--- src/rtl/crc16_hex_ascii_frame_encoder_unit_macros.svh ---
// ----------------------------------------------------------------------------
// crc16_hex_ascii_frame_encoder_unit_macros.svh
// Assertion macros used by the frame encoder RTL (the character sequencer).
// ----------------------------------------------------------------------------
`ifndef CRC16_HEX_ASCII_FRAME_ENCODER_UNIT_MACROS_SVH
`define CRC16_HEX_ASCII_FRAME_ENCODER_UNIT_MACROS_SVH

// same-cycle implication, disabled in reset
`define CRC16H_ASSERT_NOW(label, clk, rst_n, ante, cons) \
    label: assert property (@(posedge clk) disable iff (!rst_n) (ante) |-> (cons)) \
        else $error("crc16h assertion failed");

// next-cycle implication, disabled in reset
`define CRC16H_ASSERT_NEXT(label, clk, rst_n, ante, cons) \
    label: assert property (@(posedge clk) disable iff (!rst_n) (ante) |=> (cons)) \
        else $error("crc16h assertion failed");

`endif

--- src/rtl/crc16h_pkg.sv ---
// ----------------------------------------------------------------------------
// crc16h_pkg
// Types, constants and helper functions of the CRC-16 hex-ASCII frame encoder.
// ----------------------------------------------------------------------------
package crc16h_pkg;

    localparam logic [7:0]  START_CHAR  = 8'h02;
    localparam logic [7:0]  END_CHAR    = 8'h03;
    localparam logic [15:0] CRC_INIT    = 16'hFFFF;
    localparam logic [7:0]  ASCII_ZERO  = 8'd48;
    localparam logic [7:0]  ASCII_ALPHA = 8'd55;   // 'A' - 10
    localparam logic [3:0]  MAX_DIGIT   = 4'd9;
    localparam int          QUEUE_DEPTH = 2;

    // input request
    typedef struct packed {
        logic [7:0] data_byte;
        logic       last_byte;
    } t_in;

    // output character
    typedef struct packed {
        logic [7:0] out_char;
        logic       run_end;
    } t_out;

    // classified byte handed from front to back
    typedef struct packed {
        logic [7:0]  data;
        logic        first;
        logic        last;
        logic [15:0] crc;     // CRC including this byte
    } t_job;

    // emission steps of the back end
    typedef enum logic [2:0] {
        ST_START,
        ST_DHI,
        ST_DLO,
        ST_C0,
        ST_C1,
        ST_C2,
        ST_C3,
        ST_END
    } t_step;

    // nibble to upper-case hex ASCII
    function automatic logic [7:0] hex_char(input logic [3:0] nib);
        logic [7:0] wide;
        wide = {4'd0, nib};
        return (nib <= MAX_DIGIT) ? (wide + ASCII_ZERO) : (wide + ASCII_ALPHA);
    endfunction

    // one byte of CRC-16/CCITT-FALSE, poly 0x1021
    function automatic logic [15:0] crc_update(input logic [15:0] crc,
                                               input logic [7:0]  b);
        logic [7:0] x;
        x = crc[15:8] ^ b;
        x = x ^ {4'd0, x[7:4]};
        return {crc[7:0], 8'd0} ^ {x[3:0], 12'd0} ^ {3'd0, x, 5'd0} ^ {8'd0, x};
    endfunction

endpackage

--- src/rtl/crc16h_fifo.sv ---
// ----------------------------------------------------------------------------
// crc16h_fifo
// Small register queue of classified bytes between front and back end.
// ----------------------------------------------------------------------------
module crc16h_fifo
    import crc16h_pkg::*;
#(
    parameter int DEPTH = QUEUE_DEPTH
) (
    input  logic i_clk,
    input  logic i_rst_n,
    input  logic i_push,
    input  t_job i_wdata,
    output logic o_full,
    input  logic i_pop,
    output logic o_valid,
    output t_job o_rdata
);

    localparam int PW = (DEPTH > 1) ? $clog2(DEPTH) : 1;
    localparam int CW = $clog2(DEPTH + 1);
    localparam logic [CW-1:0] FULL_CNT  = CW'(DEPTH);
    localparam logic [PW-1:0] LAST_SLOT = PW'(DEPTH - 1);

    t_job          r_mem [DEPTH];
    logic [PW-1:0] r_wptr, n_wptr;
    logic [PW-1:0] r_rptr, n_rptr;
    logic [CW-1:0] r_cnt, n_cnt;

    assign o_full  = (r_cnt == FULL_CNT);
    assign o_valid = (r_cnt != '0);
    assign o_rdata = r_mem[r_rptr];

    // pointer and count update
    always_comb begin
        n_wptr = r_wptr;
        n_rptr = r_rptr;
        n_cnt  = r_cnt;
        if (i_push) begin
            n_wptr = (r_wptr == LAST_SLOT) ? '0 : r_wptr + 1'b1;
        end
        if (i_pop) begin
            n_rptr = (r_rptr == LAST_SLOT) ? '0 : r_rptr + 1'b1;
        end
        if (i_push && !i_pop) begin
            n_cnt = r_cnt + 1'b1;
        end else if (!i_push && i_pop) begin
            n_cnt = r_cnt - 1'b1;
        end
    end

    always_ff @(posedge i_clk) begin
        if (!i_rst_n) begin
            r_wptr <= '0;
            r_rptr <= '0;
            r_cnt  <= '0;
        end else begin
            r_wptr <= n_wptr;
            r_rptr <= n_rptr;
            r_cnt  <= n_cnt;
        end
    end

    // storage
    always_ff @(posedge i_clk) begin
        if (i_push) begin
            r_mem[r_wptr] <= i_wdata;
        end
    end

endmodule

--- src/rtl/crc16h_front.sv ---
// ----------------------------------------------------------------------------
// crc16h_front
// Accepts input requests, tracks frame boundaries and the running CRC.
// ----------------------------------------------------------------------------
module crc16h_front
    import crc16h_pkg::*;
(
    input  logic i_clk,
    input  logic i_rst_n,
    input  logic i_in_valid,
    output logic o_in_ready,
    input  t_in  i_in_data,
    input  logic i_full,
    output logic o_push,
    output t_job o_job
);

    logic        r_in_frame;
    logic [15:0] r_crc;
    logic [15:0] crc_base;
    logic [15:0] crc_next;

    assign o_in_ready = !i_full;
    assign o_push     = i_in_valid && !i_full;

    // CRC restarts at the first byte of a frame
    assign crc_base = r_in_frame ? r_crc : CRC_INIT;
    assign crc_next = crc_update(crc_base, i_in_data.data_byte);

    always_comb begin
        o_job.data  = i_in_data.data_byte;
        o_job.first = !r_in_frame;
        o_job.last  = i_in_data.last_byte;
        o_job.crc   = crc_next;
    end

    // frame state and running CRC
    always_ff @(posedge i_clk) begin
        if (!i_rst_n) begin
            r_in_frame <= 1'b0;
            r_crc      <= CRC_INIT;
        end else if (o_push) begin
            r_in_frame <= !i_in_data.last_byte;
            r_crc      <= i_in_data.last_byte ? CRC_INIT : crc_next;
        end
    end

endmodule

--- src/rtl/crc16h_back.sv ---
// ----------------------------------------------------------------------------
// crc16h_back
// Character sequencer: expands each queued byte into its output characters.
// ----------------------------------------------------------------------------
`include "crc16_hex_ascii_frame_encoder_unit_macros.svh"

module crc16h_back
    import crc16h_pkg::*;
(
    input  logic i_clk,
    input  logic i_rst_n,
    input  logic i_job_valid,
    input  t_job i_job,
    output logic o_pop,
    output logic o_out_valid,
    input  logic i_out_ready,
    output t_out o_out_data
);

    t_step r_step, n_step;
    t_step eff_step;
    logic  advance;
    logic  is_final;
    logic  r_out_valid;
    t_out  r_out;
    t_out  n_out;

    // a job without a start character begins at its high digit
    assign eff_step = (r_step == ST_START && !i_job.first) ? ST_DHI : r_step;
    assign is_final = (eff_step == ST_END) || (eff_step == ST_DLO && !i_job.last);
    assign advance  = i_job_valid && (!r_out_valid || i_out_ready);
    assign o_pop    = advance && is_final;

    // next step
    always_comb begin
        n_step = r_step;
        if (advance) begin
            if (is_final) begin
                n_step = ST_START;
            end else begin
                unique case (eff_step)
                    ST_START: n_step = ST_DHI;
                    ST_DHI:   n_step = ST_DLO;
                    ST_DLO:   n_step = ST_C0;
                    ST_C0:    n_step = ST_C1;
                    ST_C1:    n_step = ST_C2;
                    ST_C2:    n_step = ST_C3;
                    ST_C3:    n_step = ST_END;
                    ST_END:   n_step = ST_START;
                endcase
            end
        end
    end

    // character for the current step
    always_comb begin
        n_out.run_end = is_final;
        unique case (eff_step)
            ST_START: n_out.out_char = START_CHAR;
            ST_DHI:   n_out.out_char = hex_char(i_job.data[7:4]);
            ST_DLO:   n_out.out_char = hex_char(i_job.data[3:0]);
            ST_C0:    n_out.out_char = hex_char(i_job.crc[7:4]);
            ST_C1:    n_out.out_char = hex_char(i_job.crc[3:0]);
            ST_C2:    n_out.out_char = hex_char(i_job.crc[15:12]);
            ST_C3:    n_out.out_char = hex_char(i_job.crc[11:8]);
            ST_END:   n_out.out_char = END_CHAR;
        endcase
    end

    always_ff @(posedge i_clk) begin
        if (!i_rst_n) begin
            r_step      <= ST_START;
            r_out_valid <= 1'b0;
        end else begin
            r_step <= n_step;
            if (advance) begin
                r_out_valid <= 1'b1;
            end else if (i_out_ready) begin
                r_out_valid <= 1'b0;
            end
        end
    end

    // output register
    always_ff @(posedge i_clk) begin
        if (advance) begin
            r_out <= n_out;
        end
    end

    assign o_out_valid = r_out_valid;
    assign o_out_data  = r_out;

    `CRC16H_ASSERT_NOW(a_pop_has_job, i_clk, i_rst_n, o_pop, i_job_valid)
    `CRC16H_ASSERT_NOW(a_end_closes, i_clk, i_rst_n,
        r_out_valid && r_out.out_char == END_CHAR, r_out.run_end)
    `CRC16H_ASSERT_NOW(a_start_open, i_clk, i_rst_n,
        r_out_valid && r_out.out_char == START_CHAR, !r_out.run_end)
    `CRC16H_ASSERT_NEXT(a_mid_job, i_clk, i_rst_n,
        advance && !is_final, r_step != ST_START)

endmodule

--- src/rtl/crc16_hex_ascii_frame_encoder_unit.sv ---
// A request enters the queue, then its first character is registered in the output register.
// Throughput: one character per cycle while a byte is queued and output is ready; a middle byte
// gives 2 characters, a first byte 3, a closing byte 7, a one-byte frame 8, via one output register.
// A 2-entry queue (QUEUE_DEPTH) lets intake run ahead of the character sequencer.
// Reset (synchronous, active low) closes any open frame without an end character,
// sets the CRC to 0xFFFF and empties the queue and the output register.
// ----------------------------------------------------------------------------
// crc16_hex_ascii_frame_encoder_unit
// Top level: CRC-16/CCITT-FALSE framed hex-ASCII encoder.
// ----------------------------------------------------------------------------
module crc16_hex_ascii_frame_encoder_unit
    import crc16h_pkg::*;
#(
    parameter int QDEPTH = QUEUE_DEPTH
) (
    input  logic i_clk,
    input  logic i_rst_n,
    input  logic i_in_valid,
    output logic o_in_ready,
    input  t_in  i_in_data,
    output logic o_out_valid,
    input  logic i_out_ready,
    output t_out o_out_data
);

    logic full;
    logic push;
    t_job push_job;
    logic job_valid;
    t_job head_job;
    logic pop;

    // intake and classification
    crc16h_front u_front (
        .i_clk      (i_clk),
        .i_rst_n    (i_rst_n),
        .i_in_valid (i_in_valid),
        .o_in_ready (o_in_ready),
        .i_in_data  (i_in_data),
        .i_full     (full),
        .o_push     (push),
        .o_job      (push_job)
    );

    // decoupling queue
    crc16h_fifo #(
        .DEPTH (QDEPTH)
    ) u_fifo (
        .i_clk   (i_clk),
        .i_rst_n (i_rst_n),
        .i_push  (push),
        .i_wdata (push_job),
        .o_full  (full),
        .i_pop   (pop),
        .o_valid (job_valid),
        .o_rdata (head_job)
    );

    // character sequencer
    crc16h_back u_back (
        .i_clk       (i_clk),
        .i_rst_n     (i_rst_n),
        .i_job_valid (job_valid),
        .i_job       (head_job),
        .o_pop       (pop),
        .o_out_valid (o_out_valid),
        .i_out_ready (i_out_ready),
        .o_out_data  (o_out_data)
    );

endmodule

--- config.mk ---
export PLATFORM = sky130hd
export DESIGN_NAME = crc16_hex_ascii_frame_encoder_unit
export DESIGN_NICKNAME = d
export VERILOG_FILES = /design/src/rtl/crc16h_pkg.sv /design/src/rtl/crc16h_fifo.sv /design/src/rtl/crc16h_front.sv /design/src/rtl/crc16h_back.sv /design/src/rtl/crc16_hex_ascii_frame_encoder_unit.sv
export VERILOG_INCLUDE_DIRS = /design/src /design/src/rtl
export SDC_FILE = /design/constraint.sdc
export NUM_CORES = 1
export LEC_CHECK = 0
export ABC_CLOCK_PERIOD_IN_PS = 5100
export BUFFER_PORTS_ARGS = -buffer_cell sky130_fd_sc_hd__buf_2
export CAP_MARGIN = 10
export CORE_MARGIN = 8
export CORE_UTILIZATION = 34
export CTS_CLUSTER_SIZE = 14
export DETAILED_ROUTE_END_ITERATION = 16
export PLACE_DENSITY = 0.6
export SETUP_SLACK_MARGIN = 0.02
export SYNTH_ARGS = -nofsm -noshare
export SYNTH_HDL_FRONTEND = slang
export SYNTH_SLANG_ARGS = --single-unit
export TNS_END_PERCENT = 1
--- constraint.sdc ---
create_clock -name i_clk -period 5.1 [get_ports i_clk]
set_clock_uncertainty 0.2 [all_clocks]
set_input_delay 1.02 -clock i_clk [delete_from_list [all_inputs] [get_ports i_clk]]
set_output_delay 1.02 -clock i_clk [all_outputs]
set_load 0.02 [all_outputs]
* After elaboration in Yosys (flattened, before gate mapping)
Memory sizes are Yosys's and may differ from the RTL's. A register that Yosys moved wholly into a read port is not among the register bits.
Index checks and enable logic that the tools add are counted.
** Storage, ports and cells
- Logic and storage cells :: 89
- Input port bits :: 13
- Memories :: 2
- Register bits after elaboration :: 34
- Memory bits (writable) :: 52
- Bits in read-only memories :: 24
- Output and inout bits :: 11
- Latch bits :: 0
** Memory list
- u_fifo.r_mem :: depth 2, width 26, read ports 1, clocked after memory_dff 1, write ports 1, RTL line crc16h_fifo.sv:25 : t_job r_mem [DEPTH];
- (no name shown) :: depth 8, width 3, read ports 1, clocked after memory_dff 0, write ports 0, RTL line crc16h_back.sv:41 : unique case (eff_step)
** Cells by class
- Shift-type cells :: 0
- Magnitude comparators :: 6
- Reduce and logical (&&, ||, !) cells :: 22
- Multiply operators :: 0
- Bitwise gates (word level) :: 5
- $add $sub $neg :: 16
- Multiplexer cells :: 21
- Divide/modulo/power cells :: 0
- Eq/ne operators :: 8
** Operator list (number)
- $add 4x6->7 const B :: 12
- $pmux 8 s8 :: 1
- $mux 8 :: 6
- $mux 16 :: 2
- $le 4x4->1 const B :: 6
- $xor 16x13->16 :: 1
- $xor 16x16->16 :: 1
- $xor 16x8->16 :: 1
- $eq 3x3->1 const B :: 4
- $logic_not 1->1 :: 8
- $mux 1 :: 8
- $xor 8x4->8 :: 1
- $xor 8x8->8 :: 1
- $logic_and 1x1->1 :: 7
- $eq 3x2->1 const B :: 2
- $logic_not 3->1 :: 2
- $mux 3 :: 2
- $reduce_bool 2->1 :: 3
- $mux 2 :: 2
- $eq 3x1->1 const B :: 1
- $add 1x1->1 const B :: 2
- $add 2x1->2 const B :: 1
- $eq 2x2->1 const B :: 1
- $logic_or 1x1->1 :: 2
- $sub 2x1->2 const B :: 1

* Longest topological paths before layout
Gate-level depths: netlist of the first run.
- Depth after elaboration :: 10
- Mapped depth :: 14
- Mapped depth without buffers :: 11

* By module
Synthesis of the first run repeated with hierarchy kept, for this count alone.
** Second synthesis, totals
- Cells, all modules :: 413
- Area, all modules :: 4678.2 µm²
** Modules (own cells, without submodules)
- crc16h_fifo :: area each 2103.3 µm², instances 1, cells each 103, seq. area each 1661.6 µm²
- crc16h_front :: area each 1298.7 µm², instances 1, cells each 152, seq. area each 340.3 µm²
- crc16h_back :: area each 1276.2 µm², instances 1, cells each 158, seq. area each 320.3 µm²

* Worst setup path before layout of the first run
No wires, ideal clock.
- Path kind :: reg-to-reg
- Start point :: register with a tool-made name
- End point :: register u_fifo.r_cnt[1]
- Arrival :: 2662 ps
- Period minus slack after synthesis :: 2938 ps
- Data required time :: 4824 ps
- Setup time :: 76 ps
- Buffers on the path :: 3
- Setup slack :: 2162 ps
- Stages on the path, launching flop included :: 14
- Path through :: dfxtp_1 buf_6 buf_12 buf_4 mux2i_1 a21oi_1 ha_1 nor2b_1 nand2_1 a21oi_1 inv_1 ha_1 or3_1 a21boi_0
** RTL lines
- end signal: assignment :: RTL line crc16h_fifo.sv:60 : r_cnt <= n_cnt;
- end: declaration :: RTL line crc16h_fifo.sv:28 : logic [CW-1:0] r_cnt, n_cnt;

==> impl_metrics.tcl, run 1 <==
set metrics [dict create \
    ys_seq_elements 86 \
    netlist_instances 378 \
    numCtsBuffers 9 \
    io_pins 24 \
    relSlewSlack_pct 45.8 \
    cts_resized 0 \
    synthFlopType "edfxtp_1" \
    clk_pin_slew_ns 0.06 \
    drtPass1Iterations 4 \
    grt_max_degree 27 \
    antennaDiodeCount 0 \
    syn_area_um2 4480 \
    synth_cell_types 60 \
    yosysTopAreaCellShare_pct 40.2 \
    initial_core_util_pct 34.3 \
    hpwlAfterDp_um 7180 \
    slew_viol_final 0 \
    crit_path_end "u_fifo.r_cnt[1]" \
    core-area_um2 13100 \
    p_per_area_nw_per_um2 404 \
    outcome "completed" \
    crit_path_start_kind "flip-flop" \
    tritoncts "done" \
    route.vias.total 2809 \
    yosysTopAreaCell "edfxtp_1" \
    reg2reg_depth 10 \
    multi_input_area_um2 2000 \
    num_rows 42 \
    end_kind "flip-flop" \
    grt_pass1_vias 2843 \
    ys_warn_count 0 \
    critPathMaxFanout 25 \
    ys_seq_area_share_pct 51.8 \
    avgViaCountPerCell 4.86 \
    grt_usage_pct 11.9 \
    finalSetupViolations 0 \
    hold_violations 0 \
    route.detailed.drc 0 \
    timing.final.crit_period_ns 3.40 \
    fmaxAchievable_mhz 294 \
    maxCapViolations 0 \
    final_util_pct 38.4 \
    clk_path_buf_depth 2 \
    avgSynthCellArea_um2 11.9 \
    p_leak_nw 1.74 \
    antenna_left 0 \
    max_slew.worst_pin.slew_ns 0.812 \
    first_iter_violations 249 \
    die_w_um 131 \
    p_total_mw 2.03 \
    synth_commonest_cells "edfxtp_1 (60), nand2_1 (29), xnor2_1 (29)" \
    fin_tns_setup_ns 0 \
    ff2ff_setup_slack_ns 1.70 \
    nets 426 \
    syn_nets 407 \
    grtUsageMet2_pct 18.6 \
    worst_ep_arrival_time_ns 3.46 \
    gp_congestion 0.847 \
    grt-ovfl-total 0 \
    totalWireLength_um 9520 \
    fp.dieH_um 131 \
    rsz0062_at_grt "false" \
    ir_worst_vdd_mv 0.166 \
    drive_gt1_share_pct 17.9 \
    dieArea_um2 17100 \
    regArea_um2 2320 \
    postCtsSetupRepairBufs 0 \
    insertion_delay_ns 0.33 \
    area.growth.synth_to_final_pct 12.0 \
    hold_class "reg -> reg" \
    synthArstFlopShare_pct 0 \
    grt.busiest_layer "met2" \
    worst-endpoint-required_ns 5.16 \
    grtUsageMet1_pct 15.7 \
    fill_cells 1234 \
    worst_r2r_endpoint "u_fifo.r_cnt[1]" \
    root_buffer "clkbuf_16" \
    antenna_found_initial 0 \
    grt_pass1_wl_um 15400 \
    synth_edf_count 60 \
    io_buffers 22 \
    cts_hold_buf 0 \
    yosysMostFrequentCell "edfxtp_1" \
    synth_area_leaders "edfxtp_1 (40%), dfxtp_1 (12%), xnor2_1 (5.7%)" \
    met3_usage_pct 1.62 \
    h-tree-depth 3 \
    final.period_utilization_pct 66.7 \
    crit_type "reg -> reg" \
    numClockSinks 86 \
    wl_per_cell_um 16.5 \
]
[layout make-up]
type                    count  share of cell area, %
multi-input cells         261                   39.7
inverters                  14                   1.05
clock buffers              14                   5.68
well taps                 176                   4.38
clock inverters             2                  0.274
repair buffers             25                   2.64
flip-flops and latches     86                   46.3
[state kept, by name, indices dropped and copies added (netlist names), named ones only]
register            cells
u_back.o_out_data       8
u_back.o_out_valid      1
u_back.r_step           3
u_fifo.r_cnt            2
u_fifo.r_mem           52
u_fifo.r_rptr           1
u_fifo.r_wptr           1
u_front.r_crc          16
u_front.r_in_frame      1
[layout by cell type (no fill, tap or decap), drive strengths merged, types with 14 or more instances in the layout]
cell / Yosys / final
edfxtp: 60 / 60
xnor2: 34 / 34
nand2: 29 / 29
dfxtp: 26 / 26
buf: 7 / 25
mux2i: 24 / 24
nor2: 22 / 22
ha: 16 / 16
inv: 14 / 14
clkbuf: 10 / 14
[layer usage]
layer | vias to the layer above | share of wire (%)
met5 | - | 0
met4 | 0 | 2.4
met3 | 16 | 3.0
met2 | 46 | 47
li1 | 1407 | -
met1 | 1340 | 48
[worst max-delay path: stages, from the launching register on]
cell and delay [ns]:
dfxtp_2 0.77, mux2i_1 0.17, a21oi_1 0.28, ha_1 0.38, nor2b_1 0.23, nand2_1 0.14, a21oi_1 0.23, inv_1 0.07
ha_1 0.32, or3_1 0.38, a21boi_0 0.16
[stage by stage]
step | hold WS [ns] | cells | setup WS (ns) | instance area [um2]
4_1_cts | 0.268 | 578 | 1.67 | 5020
5_1_grt | 0.306 | 578 | 1.45 | 5020
3_5_place_dp | 0.250 | 562 | 1.70 | 4720
2_1_floorplan | 0.228 | 378 | 2.16 | 4480
6_report | 0.271 | 578 | 1.70 | 5020
3_3_place_gp | 0.241 | 562 | 1.79 | 4720
[worst min-delay path by stage]
stage                              to  cells past startpoint  slack (ns)         startpoint
global route         u_front.r_crc[5]                      1        0.31   u_front.r_crc[5]
detailed placement  u_front.r_crc[12]                      1        0.25  u_front.r_crc[12]
global placement    u_front.r_crc[12]                      1        0.24  u_front.r_crc[12]
floorplan            u_front.r_crc[8]                      1        0.23   u_front.r_crc[8]
finish              u_front.r_crc[12]                      1        0.27  u_front.r_crc[12]
CTS                 u_front.r_crc[12]                      1        0.27  u_front.r_crc[12]
[cell families (layout without fill, tap and decap cells)]
group,count (synthesis),count (layout),share of synthesized area [%]
AOI/OAI and AO/OA,68,68,10.9
xor gates and xnor gates,38,38,8.76
adders and majority gates,16,16,4.46
buffers and inverters,31,55,3.77
DFF,86,86,51.8
muxes,31,31,8.20
other,1,1,0.0836
and+or+nand+nor,107,107,12.1
[power by group]
| part | internal, mW | total [mW] | switching [mW] | leakage (nW) |
|---|---|---|---|---|
| registers | 0.862 | 0.909 | 0.0475 | 0.775 |
| clock network | 0.387 | 0.638 | 0.252 | 0.148 |
| logic | 0.180 | 0.481 | 0.301 | 0.822 |
No activity file was read; power rests on OpenSTA's default activity.
==> inputs of run 2 (changes only) <==
Settings changed: ABC_CLOCK_PERIOD_IN_PS 5100 to 3150.
Clock period 5.1 ns to 3.15 ns, I/O delays scaled along.
==> impl_metrics.tcl, run 2 (synthesized netlist as in run 1, its figures left out) <==
set metrics [dict create \
    outcome "completed" \
    dp.cells 566 \
    postCtsSetupRepairBufs 0 \
    avgViaCountPerCell 4.92 \
    dieArea_um2 17100 \
    tritoncts "done" \
    critPathMaxFanout 6 \
    hold_end "u_front.r_crc[8]" \
    fmaxAchievable_mhz 352 \
    drive_gt1_share_pct 18.5 \
    reg2reg_depth 10 \
    route.vias.total 2865 \
    maxCapViolations 0 \
    timing.final.crit_period_ns 2.84 \
    hold_class "reg -> reg" \
    dpl_cell_area_um2 4770 \
    grt_usage_pct 11.9 \
    setup_ws_ns 0.307 \
    finalSetupViolations 0 \
    die_w_um 131 \
    fp.dieH_um 131 \
    p_leak_nw 1.76 \
    wl_per_cell_um 16.3 \
    clk_pin_slew_ns 0.06 \
    grt_max_degree 27 \
    io_buffers 22 \
    insertion_delay_ns 0.34 \
    root_buffer "clkbuf_16" \
    postLayoutCellArea_um2 5060 \
    drtPass1Iterations 4 \
    io_pins 24 \
    first_iter_violations 156 \
    regMostFlops "u_fifo.r_mem" \
    cts_hold_buf 0 \
    final.period_utilization_pct 90.2 \
    p_per_area_nw_per_um2 650 \
    rsz0062_at_grt "false" \
    final_common_cell "edfxtp_1" \
    fin_tns_setup_ns 0 \
    max_slew.worst_pin.slew_ns 0.645 \
    clk_path_buf_depth 2 \
    numCtsBuffers 9 \
    grt_pass1_wl_um 15500 \
    holdWs_ns 0.259 \
    gp_congestion 0.892 \
    area.growth.synth_to_final_pct 12.8 \
    nets 430 \
    grt-ovfl-total 0 \
    ff2ff_setup_slack_ns 0.31 \
    cts_resized 0 \
    crit_type "reg -> reg" \
    antenna_left 0 \
    hold_path.startpoint "u_front.r_crc[8]" \
    grt_pass1_vias 2879 \
    crit_path_start_kind "flip-flop" \
    worst_ep_arrival_time_ns 2.90 \
    route.detailed.drc 0 \
    antenna_found_initial 0 \
    end_kind "flip-flop" \
    num_rows 42 \
    hold_violations 0 \
    final_cells 582 \
    place_ws_ns 0.358 \
    p_total_mw 3.29 \
    final_cell_mix "edfxtp_1 (60), nand2_1 (29), xnor2_1 (29), dfxtp_1 (25), buf_2 (22)" \
    worst_r2r_endpoint "u_fifo.r_cnt[1]" \
    relSlewSlack_pct 55.8 \
    largest_reg_flops 52 \
    worst-endpoint-required_ns 3.20 \
    slew_viol_final 0 \
    totalWireLength_um 9490 \
    antennaDiodeCount 0 \
    hold_depth 1 \
    ir_worst_vdd_mv 0.232 \
    hpwlAfterDp_um 7020 \
    final_util_pct 38.6 \
    initial_core_util_pct 34.3 \
    numClockSinks 86 \
    h-tree-depth 3 \
    core-area_um2 13100 \
]
-- run 2: report_power, final --
part	switching, mW	internal [mW]	leakage, nW
Clock	0.420	0.607	0.142
Combinational	0.496	0.303	0.846
Sequential	0.0686	1.39	0.775
Total	0.984	2.30	1.76
-- run 2: worst max path at each step --
stage / slack, ns / end / from / cells after the start
after global placement: 0.41 / u_back.o_out_data[1] / flip-flop / 9
after global routing: 0.02 / u_fifo.r_cnt[1] / flip-flop / 10
after floorplan: 0.21 / u_fifo.r_cnt[1] / flip-flop / 13
after CTS: 0.32 / u_fifo.r_cnt[1] / flip-flop / 10
after detailed placement: 0.36 / u_back.o_out_data[5] / flip-flop / 9
final: 0.31 / u_fifo.r_cnt[1] / flip-flop / 10
-- run 2: area by class of cell --
type	count	area, um2
multi-input cells	261	2000
well taps	176	220
clock inverters	2	13.8
inverters	14	52.6
flip-flops and latches	86	2320
fillers	1242	8030
clock buffers	14	275
repair buffers	29	175
-- run 2: layer usage --
metal	vias to the layer above	share of wire [%]	global-route usage (%)
met2	73	46	18.6
met4	0	2.5	5.87
li1	1416	-	-
met1	1358	47	15.3
met3	18	4.3	2.52
met5	-	0	0
-- run 2: worst max-delay path: stages (launching register included) --
cell,delay (ns)
dfxtp_2,0.45
mux2i_1,0.11
a21oi_1,0.27
ha_1,0.22
nor2b_1,0.21
nand2_1,0.13
a21oi_1,0.23
inv_1,0.07
ha_1,0.31
or3_1,0.37
a21boi_0,0.19
